==> src/hw/rtl/b64e_pkg.sv <==
`default_nettype none
package b64e_pkg;

    localparam int LIMIT_W      = 16;
    localparam int BYTE_W       = 8;
    localparam int QUEUE_DEPTH  = 4;
    localparam int QUEUE_AW     = 2;

    localparam logic [LIMIT_W-1:0] LIMIT_RESET = 16'hFFFF;
    localparam logic [7:0]         PAD_CHAR    = 8'h3D;
    localparam logic [7:0]         PLUS_CHAR   = 8'h2B;
    localparam logic [7:0]         SLASH_CHAR  = 8'h2F;
    localparam logic [5:0]         SIX_MASK    = 6'h3F;

    // Number of real bytes in a group
    localparam logic [1:0] NB_ONE   = 2'd1;
    localparam logic [1:0] NB_TWO   = 2'd2;
    localparam logic [1:0] NB_THREE = 2'd3;

    // Group phase codes
    localparam logic [1:0] PH_EMPTY = 2'd0;
    localparam logic [1:0] PH_ONE   = 2'd1;
    localparam logic [1:0] PH_TWO   = 2'd2;
    localparam logic [1:0] PH_BAD   = 2'd3;

    // One group request from front to back
    typedef struct packed {
        logic [7:0] a;
        logic [7:0] b;
        logic [7:0] c;
        logic [1:0] nbytes;
    } group_t;

    // Queue status seen by both sides
    typedef struct packed {
        logic full;
        logic empty;
    } qstat_t;

    // Map a sextet to its character in the standard alphabet
    function automatic logic [7:0] sextet_char(input logic [5:0] v);
        logic [5:0] m;
        logic [7:0] r;
        m = v & SIX_MASK;
        if (m < 6'd26) begin
            r = 8'h41 + {2'b00, m};
        end else if (m < 6'd52) begin
            r = 8'h61 + {2'b00, m - 6'd26};
        end else if (m < 6'd62) begin
            r = 8'h30 + {2'b00, m - 6'd52};
        end else if (m == 6'd62) begin
            r = PLUS_CHAR;
        end else begin
            r = SLASH_CHAR;
        end
        return r;
    endfunction

endpackage
`default_nettype wire

==> src/hw/rtl/base64_stream_encoder.sv <==
// A closing byte's group is written into the group queue, then loaded into the output
// group register once that is free; the first character is driven from there.
// Throughput: one byte per cycle while the 4-entry group queue has room; the output side
// sends four characters per group. Reset (aresetn low, synchronous): clears phase, group
// count, queue and output valid; group_limit returns to 65535.
`default_nettype none
module base64_stream_encoder #(
    parameter int COUNT_WIDTH = 16
) (
    input  wire         aclk,
    input  wire         aresetn,
    input  wire         cfg_wr_en,
    input  wire  [15:0] cfg_wr_data,   // group_limit
    input  wire         s_tvalid,
    output logic        s_tready,
    input  wire  [7:0]  s_tdata,       // [7:0] data_byte
    input  wire         s_tlast,       // last_byte
    output logic        m_tvalid,
    input  wire         m_tready,
    output logic [7:0]  m_tdata,       // [7:0] out_char
    output logic        m_tlast        // last_char
);

    logic [b64e_pkg::LIMIT_W-1:0] limit_reg;
    b64e_pkg::qstat_t             q_stat;
    b64e_pkg::group_t             push_data, pop_data;
    logic                         q_push, q_pop;

    // Hold the group limit register
    always_ff @(posedge aclk) begin
        if (!aresetn) begin
            limit_reg <= b64e_pkg::LIMIT_RESET;
        end else if (cfg_wr_en) begin
            limit_reg <= cfg_wr_data;
        end
    end

    b64e_front #(
        .COUNT_WIDTH (COUNT_WIDTH)
    ) u_front (
        .aclk        (aclk),
        .aresetn     (aresetn),
        .group_limit (limit_reg),
        .s_tvalid    (s_tvalid),
        .s_tready    (s_tready),
        .s_tdata     (s_tdata),
        .s_tlast     (s_tlast),
        .q_stat      (q_stat),
        .q_push      (q_push),
        .q_data      (push_data)
    );

    b64e_queue u_queue (
        .aclk      (aclk),
        .aresetn   (aresetn),
        .push      (q_push),
        .push_data (push_data),
        .pop       (q_pop),
        .pop_data  (pop_data),
        .stat      (q_stat)
    );

    b64e_back u_back (
        .aclk     (aclk),
        .aresetn  (aresetn),
        .q_stat   (q_stat),
        .q_data   (pop_data),
        .q_pop    (q_pop),
        .m_tvalid (m_tvalid),
        .m_tready (m_tready),
        .m_tdata  (m_tdata),
        .m_tlast  (m_tlast)
    );

endmodule
`default_nettype wire

==> src/hw/rtl/b64e_front.sv <==
`default_nettype none
module b64e_front #(
    parameter int COUNT_WIDTH = 16
) (
    input  wire                          aclk,
    input  wire                          aresetn,
    input  wire [b64e_pkg::LIMIT_W-1:0]  group_limit,
    input  wire                          s_tvalid,
    output logic                         s_tready,
    input  wire [7:0]                    s_tdata,
    input  wire                          s_tlast,
    input  b64e_pkg::qstat_t             q_stat,
    output logic                         q_push,
    output b64e_pkg::group_t             q_data
);

    localparam int CMP_W = (COUNT_WIDTH > b64e_pkg::LIMIT_W) ? COUNT_WIDTH
                                                            : b64e_pkg::LIMIT_W;
    localparam logic [COUNT_WIDTH-1:0] COUNT_MAX = {COUNT_WIDTH{1'b1}};

    logic [15:0]            pending_reg, pending_next;
    logic [1:0]             phase_reg, phase_next;
    logic [COUNT_WIDTH-1:0] count_reg, count_next;
    logic [1:0]             phase_eff;
    logic                   accept;
    logic                   group_done;
    logic                   below_cap;

    assign s_tready = !q_stat.full;
    assign accept   = s_tvalid && s_tready;

    // Treat the unused phase code as empty
    assign phase_eff  = (phase_reg == b64e_pkg::PH_BAD) ? b64e_pkg::PH_EMPTY : phase_reg;
    assign group_done = s_tlast || (phase_eff == b64e_pkg::PH_TWO);
    assign below_cap  = CMP_W'(count_reg) < CMP_W'(group_limit);
    assign q_push     = accept && group_done && below_cap;

    // Build the group request from held bytes and the new byte
    always_comb begin
        q_data = '0;
        case (phase_eff)
            b64e_pkg::PH_ONE: begin
                q_data.a      = pending_reg[15:8];
                q_data.b      = s_tdata;
                q_data.nbytes = b64e_pkg::NB_TWO;
            end
            b64e_pkg::PH_TWO: begin
                q_data.a      = pending_reg[15:8];
                q_data.b      = pending_reg[7:0];
                q_data.c      = s_tdata;
                q_data.nbytes = b64e_pkg::NB_THREE;
            end
            default: begin
                q_data.a      = s_tdata;
                q_data.nbytes = b64e_pkg::NB_ONE;
            end
        endcase
    end

    // Advance phase, held bytes and group count
    always_comb begin
        pending_next = pending_reg;
        phase_next   = phase_reg;
        count_next   = count_reg;
        if (accept) begin
            if (group_done) begin
                phase_next = b64e_pkg::PH_EMPTY;
            end else if (phase_eff == b64e_pkg::PH_ONE) begin
                pending_next[7:0] = s_tdata;
                phase_next        = b64e_pkg::PH_TWO;
            end else begin
                pending_next = {s_tdata, 8'h00};
                phase_next   = b64e_pkg::PH_ONE;
            end
            if (s_tlast) begin
                count_next = '0;
            end else if (q_push && (count_reg != COUNT_MAX)) begin
                count_next = count_reg + 1'b1;
            end
        end
    end

    always_ff @(posedge aclk) begin
        if (!aresetn) begin
            phase_reg <= b64e_pkg::PH_EMPTY;
            count_reg <= '0;
        end else begin
            phase_reg <= phase_next;
            count_reg <= count_next;
        end
    end

    // Held bytes are read only once a phase says they are valid
    always_ff @(posedge aclk) begin
        pending_reg <= pending_next;
    end

endmodule
`default_nettype wire

==> src/hw/rtl/b64e_queue.sv <==
`default_nettype none
module b64e_queue (
    input  wire               aclk,
    input  wire               aresetn,
    input  wire               push,
    input  b64e_pkg::group_t  push_data,
    input  wire               pop,
    output b64e_pkg::group_t  pop_data,
    output b64e_pkg::qstat_t  stat
);

    localparam int AW    = b64e_pkg::QUEUE_AW;
    localparam int DEPTH = b64e_pkg::QUEUE_DEPTH;

    b64e_pkg::group_t entries_reg [DEPTH];
    logic [AW-1:0]    wr_ptr_reg, rd_ptr_reg;
    logic [AW:0]      count_reg;
    logic             do_push, do_pop;

    assign stat.full  = (count_reg == (AW+1)'(DEPTH));
    assign stat.empty = (count_reg == '0);
    assign do_push    = push && !stat.full;
    assign do_pop     = pop && !stat.empty;
    assign pop_data   = entries_reg[rd_ptr_reg];

    // Store requests at the write pointer
    always_ff @(posedge aclk) begin
        if (do_push) begin
            entries_reg[wr_ptr_reg] <= push_data;
        end
    end

    // Advance pointers and fill count
    always_ff @(posedge aclk) begin
        if (!aresetn) begin
            wr_ptr_reg <= '0;
            rd_ptr_reg <= '0;
            count_reg  <= '0;
        end else begin
            if (do_push) begin
                wr_ptr_reg <= wr_ptr_reg + 1'b1;
            end
            if (do_pop) begin
                rd_ptr_reg <= rd_ptr_reg + 1'b1;
            end
            if (do_push && !do_pop) begin
                count_reg <= count_reg + 1'b1;
            end else if (do_pop && !do_push) begin
                count_reg <= count_reg - 1'b1;
            end
        end
    end

endmodule
`default_nettype wire

==> src/hw/rtl/b64e_back.sv <==
`default_nettype none
module b64e_back (
    input  wire               aclk,
    input  wire               aresetn,
    input  b64e_pkg::qstat_t  q_stat,
    input  b64e_pkg::group_t  q_data,
    output logic              q_pop,
    output logic              m_tvalid,
    input  wire               m_tready,
    output logic [7:0]        m_tdata,
    output logic              m_tlast
);

    b64e_pkg::group_t grp_reg;
    logic             valid_reg, valid_next;
    logic [1:0]       idx_reg, idx_next;
    logic             out_done;
    logic             group_end;

    assign out_done  = valid_reg && m_tready;
    assign group_end = out_done && (idx_reg == 2'd3);
    assign q_pop     = (!valid_reg || group_end) && !q_stat.empty;

    assign m_tvalid = valid_reg;
    assign m_tlast  = (idx_reg == 2'd3);

    // Select the character for the current slot
    always_comb begin
        case (idx_reg)
            2'd0: m_tdata = b64e_pkg::sextet_char(grp_reg.a[7:2]);
            2'd1: m_tdata = b64e_pkg::sextet_char({grp_reg.a[1:0], grp_reg.b[7:4]});
            2'd2: m_tdata = (grp_reg.nbytes == b64e_pkg::NB_ONE) ? b64e_pkg::PAD_CHAR
                          : b64e_pkg::sextet_char({grp_reg.b[3:0], grp_reg.c[7:6]});
            default: m_tdata = (grp_reg.nbytes == b64e_pkg::NB_THREE)
                             ? b64e_pkg::sextet_char(grp_reg.c[5:0]) : b64e_pkg::PAD_CHAR;
        endcase
    end

    // Step through the four slots, reload from the queue when idle or at group end
    always_comb begin
        valid_next = valid_reg;
        idx_next   = idx_reg;
        if (q_pop) begin
            valid_next = 1'b1;
            idx_next   = 2'd0;
        end else if (group_end) begin
            valid_next = 1'b0;
            idx_next   = 2'd0;
        end else if (out_done) begin
            idx_next = idx_reg + 1'b1;
        end
    end

    always_ff @(posedge aclk) begin
        if (!aresetn) begin
            valid_reg <= 1'b0;
            idx_reg   <= 2'd0;
        end else begin
            valid_reg <= valid_next;
            idx_reg   <= idx_next;
        end
    end

    always_ff @(posedge aclk) begin
        if (q_pop) begin
            grp_reg <= q_data;
        end
    end

endmodule
`default_nettype wire

==> config.mk <==
export PLATFORM = sky130hd
export DESIGN_NAME = base64_stream_encoder
export DESIGN_NICKNAME = d
export VERILOG_FILES = /design/src/hw/rtl/b64e_pkg.sv /design/src/hw/rtl/base64_stream_encoder.sv /design/src/hw/rtl/b64e_front.sv /design/src/hw/rtl/b64e_queue.sv /design/src/hw/rtl/b64e_back.sv
export SDC_FILE = /design/constraint.sdc
export NUM_CORES = 1
export LEC_CHECK = 0
export BUFFER_PORTS_ARGS = -buffer_cell sky130_fd_sc_hd__buf_2
export CAP_MARGIN = 30
export CORE_ASPECT_RATIO = 0.75
export CORE_MARGIN = 5
export CORE_UTILIZATION = 55
export DETAILED_ROUTE_END_ITERATION = 8
export PLACE_DENSITY = 0.69
export SYNTH_ARGS = -nofsm -noshare
export SYNTH_HDL_FRONTEND = slang
export SYNTH_SLANG_ARGS = --single-unit
export TNS_END_PERCENT = 10
==> constraint.sdc <==
create_clock -name aclk -period 6.3 [get_ports aclk]
set_input_delay 1.26 -clock aclk [delete_from_list [all_inputs] [get_ports aclk]]
set_output_delay 1.26 -clock aclk [all_outputs]
set_load 0.01 [all_outputs]
* After elaboration in Yosys (flattened, before gate mapping)
Memories as Yosys holds them, arrays and structs flattened. A register that Yosys moved wholly into a read port is not among the register bits.
Index checks and enable logic that the tools add are counted.
** Storage, ports and cells
- Bits of input ports :: 30
- Bits in registers :: 60
- Output and inout port bits :: 11
- Memories kept :: 1
- RAM bits :: 104
** Memories
- u_queue.entries_reg :: words 4, width 26, rd ports 1, clocked after Yosys merged registers in 1, write ports 1, line b64e_queue.sv:15 : b64e_pkg::group_t entries_reg [DEPTH];
** Cells by class
- Bitwise logic cells :: 3
- Eq/ne operators :: 14
- Reduce and logical (&&, ||, !) cells :: 28
- Add/sub/neg operators :: 26
- $lt $le $gt $ge :: 13
- Muxes and demuxes :: 34
** Operator list (number)
- $mux W8 :: 16
- $add A7 B6 Y8 const A :: 8
- $lt A6 B6 Y1 const B :: 8
- $mux W16 :: 2
- $add A6 B6 Y7 const A :: 4
- $eq A6 B6 Y1 const B :: 4
- $lt A6 B5 Y1 const B :: 4
- $pmux W8 S3 :: 1
- $sub A6 B5 Y6 const B :: 4
- $sub A6 B6 Y6 const B :: 4
- $mux W3 :: 6
- $add A16 B1 Y16 const B :: 1
- $lt A16 B16 Y1 :: 1
- $ne A16 B16 Y1 const B :: 1
- $pmux W8 S2 :: 1
- $logic_and A1 B1 Y1 :: 11
- $eq A2 B2 Y1 const B :: 5
- $add A2 B1 Y2 const B :: 3
- $eq A2 B1 Y1 const B :: 3
- $mux W2 :: 3
- $reduce_bool A2 Y1 :: 3
- $logic_not A1 Y1 :: 5
- $mux W1 :: 4
- $pmux W2 S2 :: 1
- 11 further kinds :: 15

* Longest topological paths before layout
Gate-level depths: netlist (run 1).
- Word-level depth :: 11
- Gate-level depth with buffers :: 14
- Mapped depth without buffers :: 13

* Hierarchy
Synthesis (run 1) repeated with hierarchy kept, for this count alone.
** Second synthesis, totals
- Cells, all modules :: 870
- Area total of the unflattened synthesis :: 10408.7 µm²
** Modules (own cells, without submodules)
- b64e_queue :: times used 1, area each 4257.8 µm², cells each 184
- b64e_back :: times used 1, area each 3238.1 µm², cells each 373
- b64e_front :: times used 1, area each 2332.2 µm², cells each 261
- base64_stream_encoder :: times used 1, area each 580.6 µm², cells each 52

* Worst setup path before layout (run 1)
Ideal clock, no wire load.
- Path type :: input -> register
- From :: input port s_tvalid
- To :: register u_queue.count_reg[2]
- Stages on the path :: 11
- Arrival time :: 3.518 ns
- Library setup time :: 0.076 ns
- Path slack :: 2.706 ns
- Path through :: nand2_2 > a2111o_1 > a311o_1 > buf_2 > clkinv_1 > ha_1 > inv_1 > fa_1 > xor2_1 > or3_1 > a21boi_0
** Between the ends
- Cells in the longest elaborated chain, start to end :: 7
** Ends and longest elaborated chain
- from (decl) :: line base64_stream_encoder.sv:14 : input wire s_tvalid,
- $logic_and A1 B1 Y1 * :: line b64e_front.sv:30 : assign accept = s_tvalid && s_tready;
- $logic_and A1 B1 Y1 * (2 in a row) :: line b64e_front.sv:36 : assign q_push = accept && group_done && below_cap;
- $logic_and A1 B1 Y1 * :: line b64e_queue.sv:22 : assign do_push = push && !stat.full;
- net u_queue.do_push :: line b64e_queue.sv:18 : logic do_push, do_pop;
- $logic_not A1 Y1 :: line b64e_queue.sv:48 : end else if (do_pop && !do_push) begin
- $logic_and A1 B1 Y1 :: line b64e_queue.sv:48
- $reduce_bool A2 Y1 (no source line)
- to (signal assigned) :: line b64e_queue.sv:47 : count_reg <= count_reg + 1'b1;
- to (signal assigned) :: line b64e_queue.sv:49 : count_reg <= count_reg - 1'b1;
- to (decl) :: line b64e_queue.sv:17 : logic [AW:0] count_reg;
Mark *: on every way through the listed nets, which the timed path passes. The rest lies on a longest branch.
A chain may end at the register's enable or synchronous reset.

* Final worst setup path (run 1)
- From :: register u_back.grp_reg[16] (netlist name)
- To :: output port m_tdata[5]
** Between the ends
- Cells in the longest elaborated chain, start to end :: 6
** Ends and longest elaborated chain
- $sub A6 B6 Y6 :: line b64e_pkg.sv:50 : r = 8'h30 + {2'b00, m - 6'd52};
- $add A6 B6 Y7 :: line b64e_pkg.sv:50
- $mux W8 :: line b64e_pkg.sv:49 : end else if (m < 6'd62) begin
- $mux W8 :: line b64e_pkg.sv:47 : end else if (m < 6'd52) begin
- $mux W8 * :: line b64e_pkg.sv:45 : if (m < 6'd26) begin
- $pmux W8 S3 * :: line b64e_back.sv:29 : case (idx_reg)
- to (decl) :: line base64_stream_encoder.sv:20 : output logic [7:0] m_tdata,
Every way passes the cells marked *; elsewhere a longest branch is shown, timed or not.

==> results.yml, run 1 <==
floorplanning:
  die_y_um: 125
  die-area_um2: 20500
  die_x_um: 164
  rows: 42
  core_um2: 17600
  io-pin-count: 41
  initial_core_util_pct: 55.6
placement:
  gp_congestion: 0.859
  hpwlAfterDp_um: 15300
  dpl-instance-area_um2: 10300
  io_buffers: 40
  dp.cells: 1067
cts:
  clk_latency_ns: 0.43
  cts-root-buf: "clkbuf_16"
  cts_sinks: 190
  cts_tree: "yes"
  post_cts_buffers: 0
  holdBufCountCts: 0
  htree_levels: 4
  cts_resized: 0
  clk_path_buf_depth: 2
  cts_buffers: 17
  clk_pin_slew_ns: 0.07
finish:
  layout-drive-gt1-share_pct: 14.6
  fin_util_pct: 62.3
  largest_reg_flops: 104
  antenna_cells: 0
  n_fill_cell: 1407
  seq_area_um2: 5270
  final_cell_area_um2: 10900
  syn2layout_area_growth_pct: 12.1
  multi_input_area_um2: 4200
  fin_cells: 1101
  fin_nets: 945
global_route:
  grt_pass1_wl_um: 33200
  gr-usage-all-layers_pct: 20.8
  grt_pass1_vias: 6148
  gr-total-overflow: 0
  grt_max_degree: 34
  antenna_found_initial: 0
power:
  swShare_pct: 37.2
  peakVddDrop_v: 0.000220
  power.share.clock_pct: 23.5
  internal-power_w: 0.00293
  power_switching_w: 0.00174
  leakage_nw: 4.10
  seqPwrFrac_pct: 37.5
  pwr-share-comb_pct: 39.0
  p_per_area_nw_per_um2: 427
timing:
  setup_violations: 0
  fmax_mhz: 234
  finalHoldViolations: 0
  relSlewSlack_pct: 33.0
  rsz0062_at_grt: "no"
  clock_skew_ns: 0.0155
  fin_setup_tns_ns: 0
  fin_crit_sh_pct: 67.9
  layout_min_cycle_time_ns: 4.28
  report.final.slew_viol_count: 0
  holdWs_ns: 0.501
  tightest_slew_ns: 1.00
detailed_routing:
  wl_per_cell_um: 18.8
  first_iter_violations: 594
  drtPass1Iterations: 7
  postRouteAntennaNets: 0
  wl_met1_um: 10300
  drt_wl_total_um: 20700
  wl_met3_um: 1220
  drcViolationCount: 0
  top_layer: "met4"
  met2_length_um: 9010
  vias: 6379
  viasPerCell: 5.79
logic_synthesis:
  synthTopCellsByArea: "edfxtp_1 45%, dfxtp_1 9.0%, ha_1 8.7%, mux4_2 6.0%, a21oi_1 2.7%"
  avgSynthCellArea_um2: 12.1
  syn-num-nets: 904
  synthAdderAreaFrac_pct: 8.93
  ys_ff_latch: 190
  synth_async_sr_flop_share_pct: 0
  synth.distinct_cells: 60
  ys.flop_type: "edfxtp_1"
  synth-xor-area-share_pct: 4.22
  synth_compound_area_share_pct: 10.9
  synth_top_family_by_area: "simple AND/OR/NAND/NOR gates"
  yosys.area_share.simple_pct: 11.6
  muxShareOfSynthArea_pct: 7.34
  seq_area_frac_synth_pct: 54.0
  yosys_warnings: 0
  synth_area_leader_cell: "edfxtp_1"
  synth_area_um2: 9760
  synthCells: 805
  synth_edf_count: 146
  synth_common_cells: "146 x edfxtp_1, 68 x ha_1, 68 x nand2_1"
  synth_top_area_share_pct: 44.9
  yosysMostFrequentCell: "edfxtp_1"
critical_path:
  critPathCaptureType: "output pin"
  path_class: "reg -> out"
  critPathLaunchType: "register"
  crit_chain: "inv_1 > ha_1 > a21o_1 > a21oi_1 > nor2_1 > a221oi_1 > a2111oi_0 > a22oi_1 > buf_2"
  cp_slowest_cell: "edfxtp_1"
  critPathMaxFanout: 8
  cp_data_required_time_ns: 5.04
  reg2regPathDepth: 12
  crit_arrival_ns: 3.02
  slowest_delay_ns: 0.47
hold_path:
  worstHoldPathCells: 2
  hp-class: "reg -> reg"
flow_run:
  cap_violations: 0
status:
  status: "finished, final reports clean"
## final timing paths
kind	startpoint	end	slack (ns)
setup / recovery	u_back.grp_reg[16]$_DFFE_PP_	m_tdata[5]	2.02
hold / removal	limit_reg[9]$_SDFFE_PN1P_	limit_reg[9]$_SDFFE_PN1P_	0.50
setup reg to reg	limit_reg[15]$_SDFFE_PN1P_	u_queue.count_reg[2]$_SDFFE_PN0P_	2.39
hold reg to reg	limit_reg[9]$_SDFFE_PN1P_	limit_reg[9]$_SDFFE_PN1P_	0.50
## worst max-delay path, delay by kind of cell, from the launching register on
kind	cells	cell delay, ns
AO/OA/AOI/OAI	5	1.44
flip-flops	1	0.47
buffers and inverters	2	0.29
AND/OR/NAND/NOR	1	0.17
adder cells (fa/ha/maj)	1	0.22
## routing by layer
metal / vias to the layer above / global-route usage, %
met1: 3092 / 32.8
met2: 175 / 29.7
met3: 12 / 5.00
met4: 0 / 3.85
li1: 3100 / -
met5: - / 0
## kinds of logic (layout without fill, tap and decap cells)
family	Yosys count	count (layout)
muxes	38	38
DFF	190	190
xor gates and xnor gates	47	47
AOI/OAI and AO/OA	163	163
adders and majority gates	69	69
and+or+nand+nor	220	220
buffers and inverters	78	132
## power by group through the flow
stage	Sequential, W	Clock, W	Combinational (W)
floorplan	0.00169	0	0.00137
global placement	0.00182	0	0.00171
detailed placement	0.00183	0	0.00172
CTS	0.00180	0.00111	0.00173
global route	0.00178	0.00118	0.00202
finish	0.00175	0.00110	0.00182
## cell usage in the layout, fill, tap and decap left out, types with 9 or more instances in the layout
| master | synthesis | routed |
|---|---|---|
| dfxtp_1 | 44 | 43 |
| nor3_1 | 12 | 12 |
| edfxtp_1 | 146 | 146 |
| o211ai_1 | 21 | 21 |
| and2_1 | 25 | 25 |
| a21o_1 | 9 | 9 |
| a21oi_1 | 52 | 52 |
| inv_1 | 47 | 47 |
| nand3_1 | 16 | 16 |
| or4_1 | 10 | 10 |
| ha_1 | 68 | 68 |
| clkbuf_16 | 0 | 17 |
| mux4_2 | 26 | 26 |
| o21ai_0 | 27 | 27 |
| xnor2_1 | 27 | 27 |
| buf_2 | 2 | 40 |
| nand2_1 | 68 | 68 |
| nor2_1 | 33 | 33 |
| nand4_1 | 13 | 13 |
| xor2_1 | 20 | 20 |
## cell type report
type	instances	share of cell area (%)
sequential	190	48.2
multi-input combinational	537	38.4
clock buffer	17	3.89
timing repair buffer	52	3.27
tap	242	2.77
clock inverter	15	1.82
inverter	48	1.65
## metrics by stage
step / total power [W] / worst slack [ns]
floorplan: 0.00306 / 2.71
global placement: 0.00353 / 2.05
detailed placement: 0.00355 / 2.07
CTS: 0.00464 / 2.05
global route: 0.00497 / 1.77
finish: 0.00467 / 2.02
Note: power is estimated with default switching activity, not from simulation.
==> run 2, diff against run 1 <==
--- a/config.mk
+++ b/config.mk
@@ -5,6 +5,7 @@
 export SDC_FILE = /design/constraint.sdc
 export NUM_CORES = 1
 export LEC_CHECK = 0
+export ABC_AREA = 1
 export BUFFER_PORTS_ARGS = -buffer_cell sky130_fd_sc_hd__buf_2
 export CAP_MARGIN = 30
 export CORE_ASPECT_RATIO = 0.75
==> constraint.sdc (replaced) <==
create_clock -name aclk -period 4.25 [get_ports aclk]
set_input_delay 0.85 -clock aclk [delete_from_list [all_inputs] [get_ports aclk]]
set_output_delay 0.85 -clock aclk [all_outputs]
set_load 0.01 [all_outputs]
==> run 2 against run 1 <==
Effect of this change: count of clock-buffer cells in the layout grew 1; final area grew 3.3%; sequential cell count is the same; routed wire length grew 6.0%; final cell count grew 30%; register-to-register slack lost 1.1 ns; power grew 57%; via count grew 20%; setup slack lost 1.2 ns; non-clock buffer count shrank 3; critical path type unchanged; critical endpoint is now m_tdata[1]; largest cell class unchanged; largest power group unchanged; highest routed layer unchanged.
==> results.yml, run 2 <==
status:
  status: "finished, final reports clean"
flow_run:
  cap_violations: 0
power:
  peakVddDrop_v: 0.000341
  leakage_nw: 4.75
  power_w: 0.00734
  p_per_area_nw_per_um2: 650
logic_synthesis:
  synthCells: 1138
  synthTopCellsByArea: "edfxtp_1 43%, dfxtp_1 8.6%, nand2_1 8.4%, ha_1 8.3%, o21ai_0 5.0%"
  synth_async_sr_flop_share_pct: 0
  ys_ff_latch: 190
  seq_area_frac_synth_pct: 51.4
  yosysMostFrequentCell: "nand2_1"
  synth_area_um2: 10200
  yosys_warnings: 0
  synth_common_cells: "229 x nand2_1, 146 x edfxtp_1, 127 x inv_1"
  synth.distinct_cells: 45
  synth_edf_count: 146
  syn-num-nets: 1237
  avgSynthCellArea_um2: 8.99
  synth_top_area_share_pct: 42.8
  synth_area_leader_cell: "edfxtp_1"
  ys.flop_type: "edfxtp_1"
cts:
  cts_resized: 0
  cts_tree: "yes"
  cts-root-buf: "clkbuf_16"
  htree_levels: 4
  holdBufCountCts: 0
  post_cts_buffers: 0
  cts_buffers: 17
  cts_sinks: 190
  clk_path_buf_depth: 2
  clk_latency_ns: 0.43
  clk_pin_slew_ns: 0.06
detailed_routing:
  drtPass1Iterations: 5
  viasPerCell: 5.35
  wl_per_cell_um: 15.3
  drcViolationCount: 0
  postRouteAntennaNets: 0
  drt_wl_total_um: 21900
  first_iter_violations: 861
  vias: 7655
timing:
  clock_skew_ns: 0.0110
  relSlewSlack_pct: 42.6
  fin_crit_sh_pct: 80.4
  fin_setup_tns_ns: 0
  finalHoldViolations: 0
  setup_violations: 0
  layout_min_cycle_time_ns: 3.42
  rsz0062_at_grt: "no"
  fmax_mhz: 293
  tightest_slew_ns: 0.860
  report.final.slew_viol_count: 0
floorplanning:
  die_y_um: 128
  die-area_um2: 21500
  core_um2: 18400
  io-pin-count: 41
  initial_core_util_pct: 55.6
  die_x_um: 168
  rows: 43
global_route:
  antenna_found_initial: 0
  gr-total-overflow: 0
  gr-usage-all-layers_pct: 20.9
  grt_pass1_vias: 6823
  grt_pass1_wl_um: 35800
  grt_max_degree: 55
hold_path:
  hp-class: "reg -> reg"
critical_path:
  cp_data_required_time_ns: 3.40
  crit_arrival_ns: 2.57
  critPathMaxFanout: 5
  critPathLaunchType: "register"
  critPathCaptureType: "output pin"
  path_class: "reg -> out"
finish:
  largest_reg_flops: 104
  fin_nets: 1271
  final_cell_mix: "229 x nand2_1, 146 x edfxtp_1, 127 x inv_1"
  syn2layout_area_growth_pct: 10.4
  n_fill_cell: 1546
  antenna_cells: 0
  layout-drive-gt1-share_pct: 8.95
  layout.cells.most_common: "nand2_1"
placement:
  hpwlAfterDp_um: 15600
  io_buffers: 40
  gp_congestion: 0.923
-- run 2: changes by cell type after synthesis, sizes merged, moves of 10 or more --
cell,delta
a21oi,+25
and2,-25
inv,+85
mux4,-26
nand2,+162
nand3,+41
nor2,+93
o211ai,-16
o21ai,+78
o22ai,+23
or4,-10
xnor2,-23
xor2,+16
-- run 2: through the flow --
step	setup WS (ns)	hold slack, ns	utilization, %	instances	area (um^2)
2_1_floorplan	1.30	0.442	-	1138	10200
3_3_place_gp	1.27	0.459	58.0	1400	10700
3_5_place_dp	1.24	0.466	58.0	1400	10700
4_1_cts	0.846	0.476	61.4	1432	11300
5_1_grt	0.633	0.509	61.4	1432	11300
6_report	0.832	0.482	61.4	1432	11300
-- run 2: worst paths after layout --
path	start	to	slack, ns	depth (start not counted)
setup / recovery	u_back.grp_reg[16]$_DFFE_PP_	m_tdata[1]	0.83	14
setup reg to reg	u_front.count_reg[13]$_SDFFE_PN0P_	u_queue.count_reg[2]$_SDFFE_PN0P_	1.33	18
hold / removal	limit_reg[3]$_SDFFE_PN1P_	limit_reg[3]$_SDFFE_PN1P_	0.48	2
hold reg to reg	limit_reg[3]$_SDFFE_PN1P_	limit_reg[3]$_SDFFE_PN1P_	0.48	2
-- run 2: final cells by class --
class                      instances  area [um^2]  area share, %
sequential                       190         5270           46.6
inverter                         134          503           4.45
tap                              247          309           2.74
clock inverter                    14          203           1.79
clock buffer                      18          429           3.80
multi-input combinational        780         4320           38.3
timing repair buffer              49          268           2.37
-- run 2: cells by family (layout without fill, tap and decap cells) --
group / after synthesis / after routing / synth area share [%]
AOI/OAI and AO/OA: 224 / 224 / 11.8
xor gates and xnor gates: 40 / 40 / 3.42
adders and majority gates: 69 / 69 / 8.51
buffers and inverters: 168 / 215 / 6.42
DFF: 190 / 190 / 51.4
and+or+nand+nor: 447 / 447 / 18.4
-- run 2: where the power goes --
part,total [W],switching [W],internal [W],leakage [nW]
sequential,0.00262,0.000271,0.00235,1.72
clock,0.00167,0.000675,0.000997,0.312
combinational,0.00305,0.00200,0.00105,2.72
-- run 2: worst max-delay path: stages (launching register included) --
cell and delay (ns):
edfxtp_1 0.46, inv_1 0.20, ha_1 0.18, nand2_1 0.07, nand2_1 0.07, nand2_1 0.06, nand2_1 0.17, inv_1 0.09
nor2_1 0.15, inv_1 0.08, o211ai_1 0.20, nand3_1 0.13, nand2_1 0.08, o21ai_0 0.07, buf_2 0.14
-- run 2: metal layers --
| layer | track usage [%] | share of wire [%] |
|---|---|---|
| met1 | 34.1 | 54 |
| met2 | 28.5 | 40 |
| met3 | 4.25 | 5.9 |
| met4 | 3.91 | 0.82 |
| met5 | 0 | 0 |
==> run 3, diff against run 2 <==
--- a/config.mk
+++ b/config.mk
@@ -12,7 +12,7 @@
 export CORE_MARGIN = 5
 export CORE_UTILIZATION = 55
 export DETAILED_ROUTE_END_ITERATION = 8
-export PLACE_DENSITY = 0.69
+export PLACE_DENSITY = 0.72
 export SYNTH_ARGS = -nofsm -noshare
 export SYNTH_HDL_FRONTEND = slang
 export SYNTH_SLANG_ARGS = --single-unit
==> constraint.sdc (replaced) <==
create_clock -name aclk -period 2.8 [get_ports aclk]
set_input_delay 0.56 -clock aclk [delete_from_list [all_inputs] [get_ports aclk]]
set_output_delay 0.56 -clock aclk [all_outputs]
set_load 0.01 [all_outputs]
==> run 3 against run 2 <==
Effect of this change: the run now ends with setup timing left; first-iteration DRC count rose by 4.8%; sequential share of layout area fell by 2.2 points; count of clock-buffer cells in the layout shrank 1; routed wire length up 8.9%; die area is the same; non-clock buffer count increased by 47; largest cell class unchanged; register-to-register slack got worse by 1.2 ns; clock power increased by 38%; final area up 5.1%; core utilization rose by 3.1 points.
==> results.yml, run 3 (synthesis gave the netlist of run 2 again) <==
status:
  status: "complete, but fails checks"
  failed_checks: "setup timing"
floorplanning:
  die-area_um2: 21500
  die_y_um: 128
  core_um2: 18400
  io-pin-count: 41
  initial_core_util_pct: 55.6
  die_x_um: 168
  rows: 43
cts:
  clk_pin_slew_ns: 0.07
  cts-root-buf: "clkbuf_16"
  clk_latency_ns: 0.43
  htree_levels: 4
  cts_tree: "yes"
  holdBufCountCts: 0
  cts_buffers: 17
  clk_path_buf_depth: 2
  cts_sinks: 190
critical_path:
  reg2regPathDepth: 17
  crit_arrival_ns: 2.38
  startpoint: "u_back.grp_reg[17]$_DFFE_PP_"
  path_class: "reg -> out"
  critPathLaunchType: "register"
  r2r_start: "limit_reg[5]$_SDFFE_PN1P_"
  critPathMaxFanout: 5
  rr_endpoint: "u_queue.count_reg[2]$_SDFFE_PN0P_"
  crit_path_end: "m_tdata[5]"
  r2r_slack_ns: 0.11
  critPathCaptureType: "output pin"
  cp_data_required_time_ns: 2.24
placement:
  hpwlAfterDp_um: 16300
  pre_cts_ws_ns: 0.0607
  gp_congestion: 0.964
  io_buffers: 40
finish:
  fin_util_pct: 64.5
  antenna_cells: 0
  n_fill_cell: 1467
  fin_nets: 1318
  layout-drive-gt1-share_pct: 16.7
  syn2layout_area_growth_pct: 16.0
  final_cell_mix: "222 x nand2_1, 146 x edfxtp_1, 117 x inv_1"
  largest_reg_flops: 104
  layout.cells.most_common: "nand2_1"
detailed_routing:
  wl_per_cell_um: 16.1
  drt_wl_total_um: 23900
  drtPass1Iterations: 6
  first_iter_violations: 902
  drcViolationCount: 0
  vias: 8128
  viasPerCell: 5.50
  postRouteAntennaNets: 0
timing:
  worst_slack_ns: -0.136
  relSlewSlack_pct: 45.4
  report.final.slew_viol_count: 0
  rsz0062_at_grt: "yes"
  tightest_slew_ns: 0.812
  fin_setup_tns_ns: -0.602
  holdWs_ns: 0.353
  clock_skew_ns: 0.0157
  layout_min_cycle_time_ns: 2.94
  fin_crit_sh_pct: 105
  setup_violations: 8
  finalHoldViolations: 0
  fmax_mhz: 341
power:
  seqPwrFrac_pct: 33.4
  power.share.clock_pct: 19.6
  leakage_nw: 4.98
  pwr-share-comb_pct: 47.1
  swShare_pct: 42.0
  peakVddDrop_v: 0.000583
  internal-power_w: 0.00685
  p_per_area_nw_per_um2: 994
  power_switching_w: 0.00496
global_route:
  gr-usage-all-layers_pct: 22.4
  grt_pass1_vias: 7522
  antenna_found_initial: 0
  grt_max_degree: 54
  gr-total-overflow: 0
  grt_pass1_wl_um: 38600
flow_run:
  cap_violations: 0
hold_path:
  hp-class: "in -> reg"
[run 3: cell types whose count changed in the layout (fill, tap and decap cells not counted), moves of 6 or more]
| cell | previous run | this run |
|---|---|---|
| nor2_1 | 115 | 109 |
| o21ai_1 | 3 | 12 |
| ha_1 | 68 | 58 |
| o21ai_0 | 102 | 91 |
| nand2_1 | 229 | 222 |
| buf_4 | 9 | 51 |
| inv_2 | 5 | 14 |
| inv_1 | 127 | 117 |
[run 3: worst min path at each step]
stage / startpoint / to / cells past startpoint
floorplan: limit_reg[10]$_SDFFE_PN1P_ / limit_reg[10]$_SDFFE_PN1P_ / 2
global route: cfg_wr_data[3] / limit_reg[3]$_SDFFE_PN1P_ / 3
detailed placement: limit_reg[5]$_SDFFE_PN1P_ / limit_reg[5]$_SDFFE_PN1P_ / 2
finish: cfg_wr_data[12] / limit_reg[12]$_SDFFE_PN1P_ / 3
CTS: cfg_wr_data[12] / limit_reg[12]$_SDFFE_PN1P_ / 3
global placement: limit_reg[1]$_SDFFE_PN1P_ / limit_reg[1]$_SDFFE_PN1P_ / 2
[run 3: final cells by class]
class | instances | area (um^2) | area share, %
Sequential cell | 190 | 5270 | 44.4
Clock buffer | 17 | 425 | 3.58
Timing Repair Buffer | 96 | 683 | 5.75
Multi-Input combinational cell | 780 | 4530 | 38.2
Tap cell | 247 | 309 | 2.60
Clock inverter | 15 | 149 | 1.25
Inverter | 134 | 505 | 4.26
[run 3: routing by layer]
metal  track usage (%)  wire length [um]  vias up  part of all wire [%]
met5                 0                 0        -                     0
met4              5.20               248        0                   1.0
met3              4.96              1880       21                   7.9
met2              32.0              9900      306                    42
met1              34.9             11800     3788                    50
li1                  -                 -     4013                     -
[run 3: per-stage QoR]
stage | area [um^2] | total power (W) | std cells
finish | 11900 | 0.0118 | 1479
global route | 11900 | 0.0126 | 1479
CTS | 11700 | 0.0114 | 1470
detailed placement | 10900 | 0.00867 | 1418
global placement | 10900 | 0.00861 | 1418
floorplan | 10200 | 0.00731 | 1138
[run 3: repair_timing]
item                                   4_1_cts  5_1_grt
setup endpoints to repair                    8       10
cloned                                       0        0
gates resized for setup                     45       29
pin swaps                                   11       11
endpoints found under the hold margin        0        0
setup buffers                               20        9
[run 3: critical path, stage by stage (launching register included)]
cell and delay, ns:
edfxtp_1 0.49, buf_4 0.19, inv_1 0.10, ha_4 0.17
xor2_1 0.16, ha_1 0.25, a21oi_1 0.19, a21oi_1 0.09
nand3_1 0.09, nand2_1 0.05, inv_1 0.04, buf_2 0.11
[run 3: power by group through the flow]
stage / logic, W / clock network [W] / registers [W]
floorplan: 0.00342 / 0 / 0.00389
global placement: 0.00460 / 0 / 0.00401
detailed placement: 0.00465 / 0 / 0.00402
CTS: 0.00518 / 0.00234 / 0.00392
global route: 0.00620 / 0.00246 / 0.00399
finish: 0.00556 / 0.00231 / 0.00394
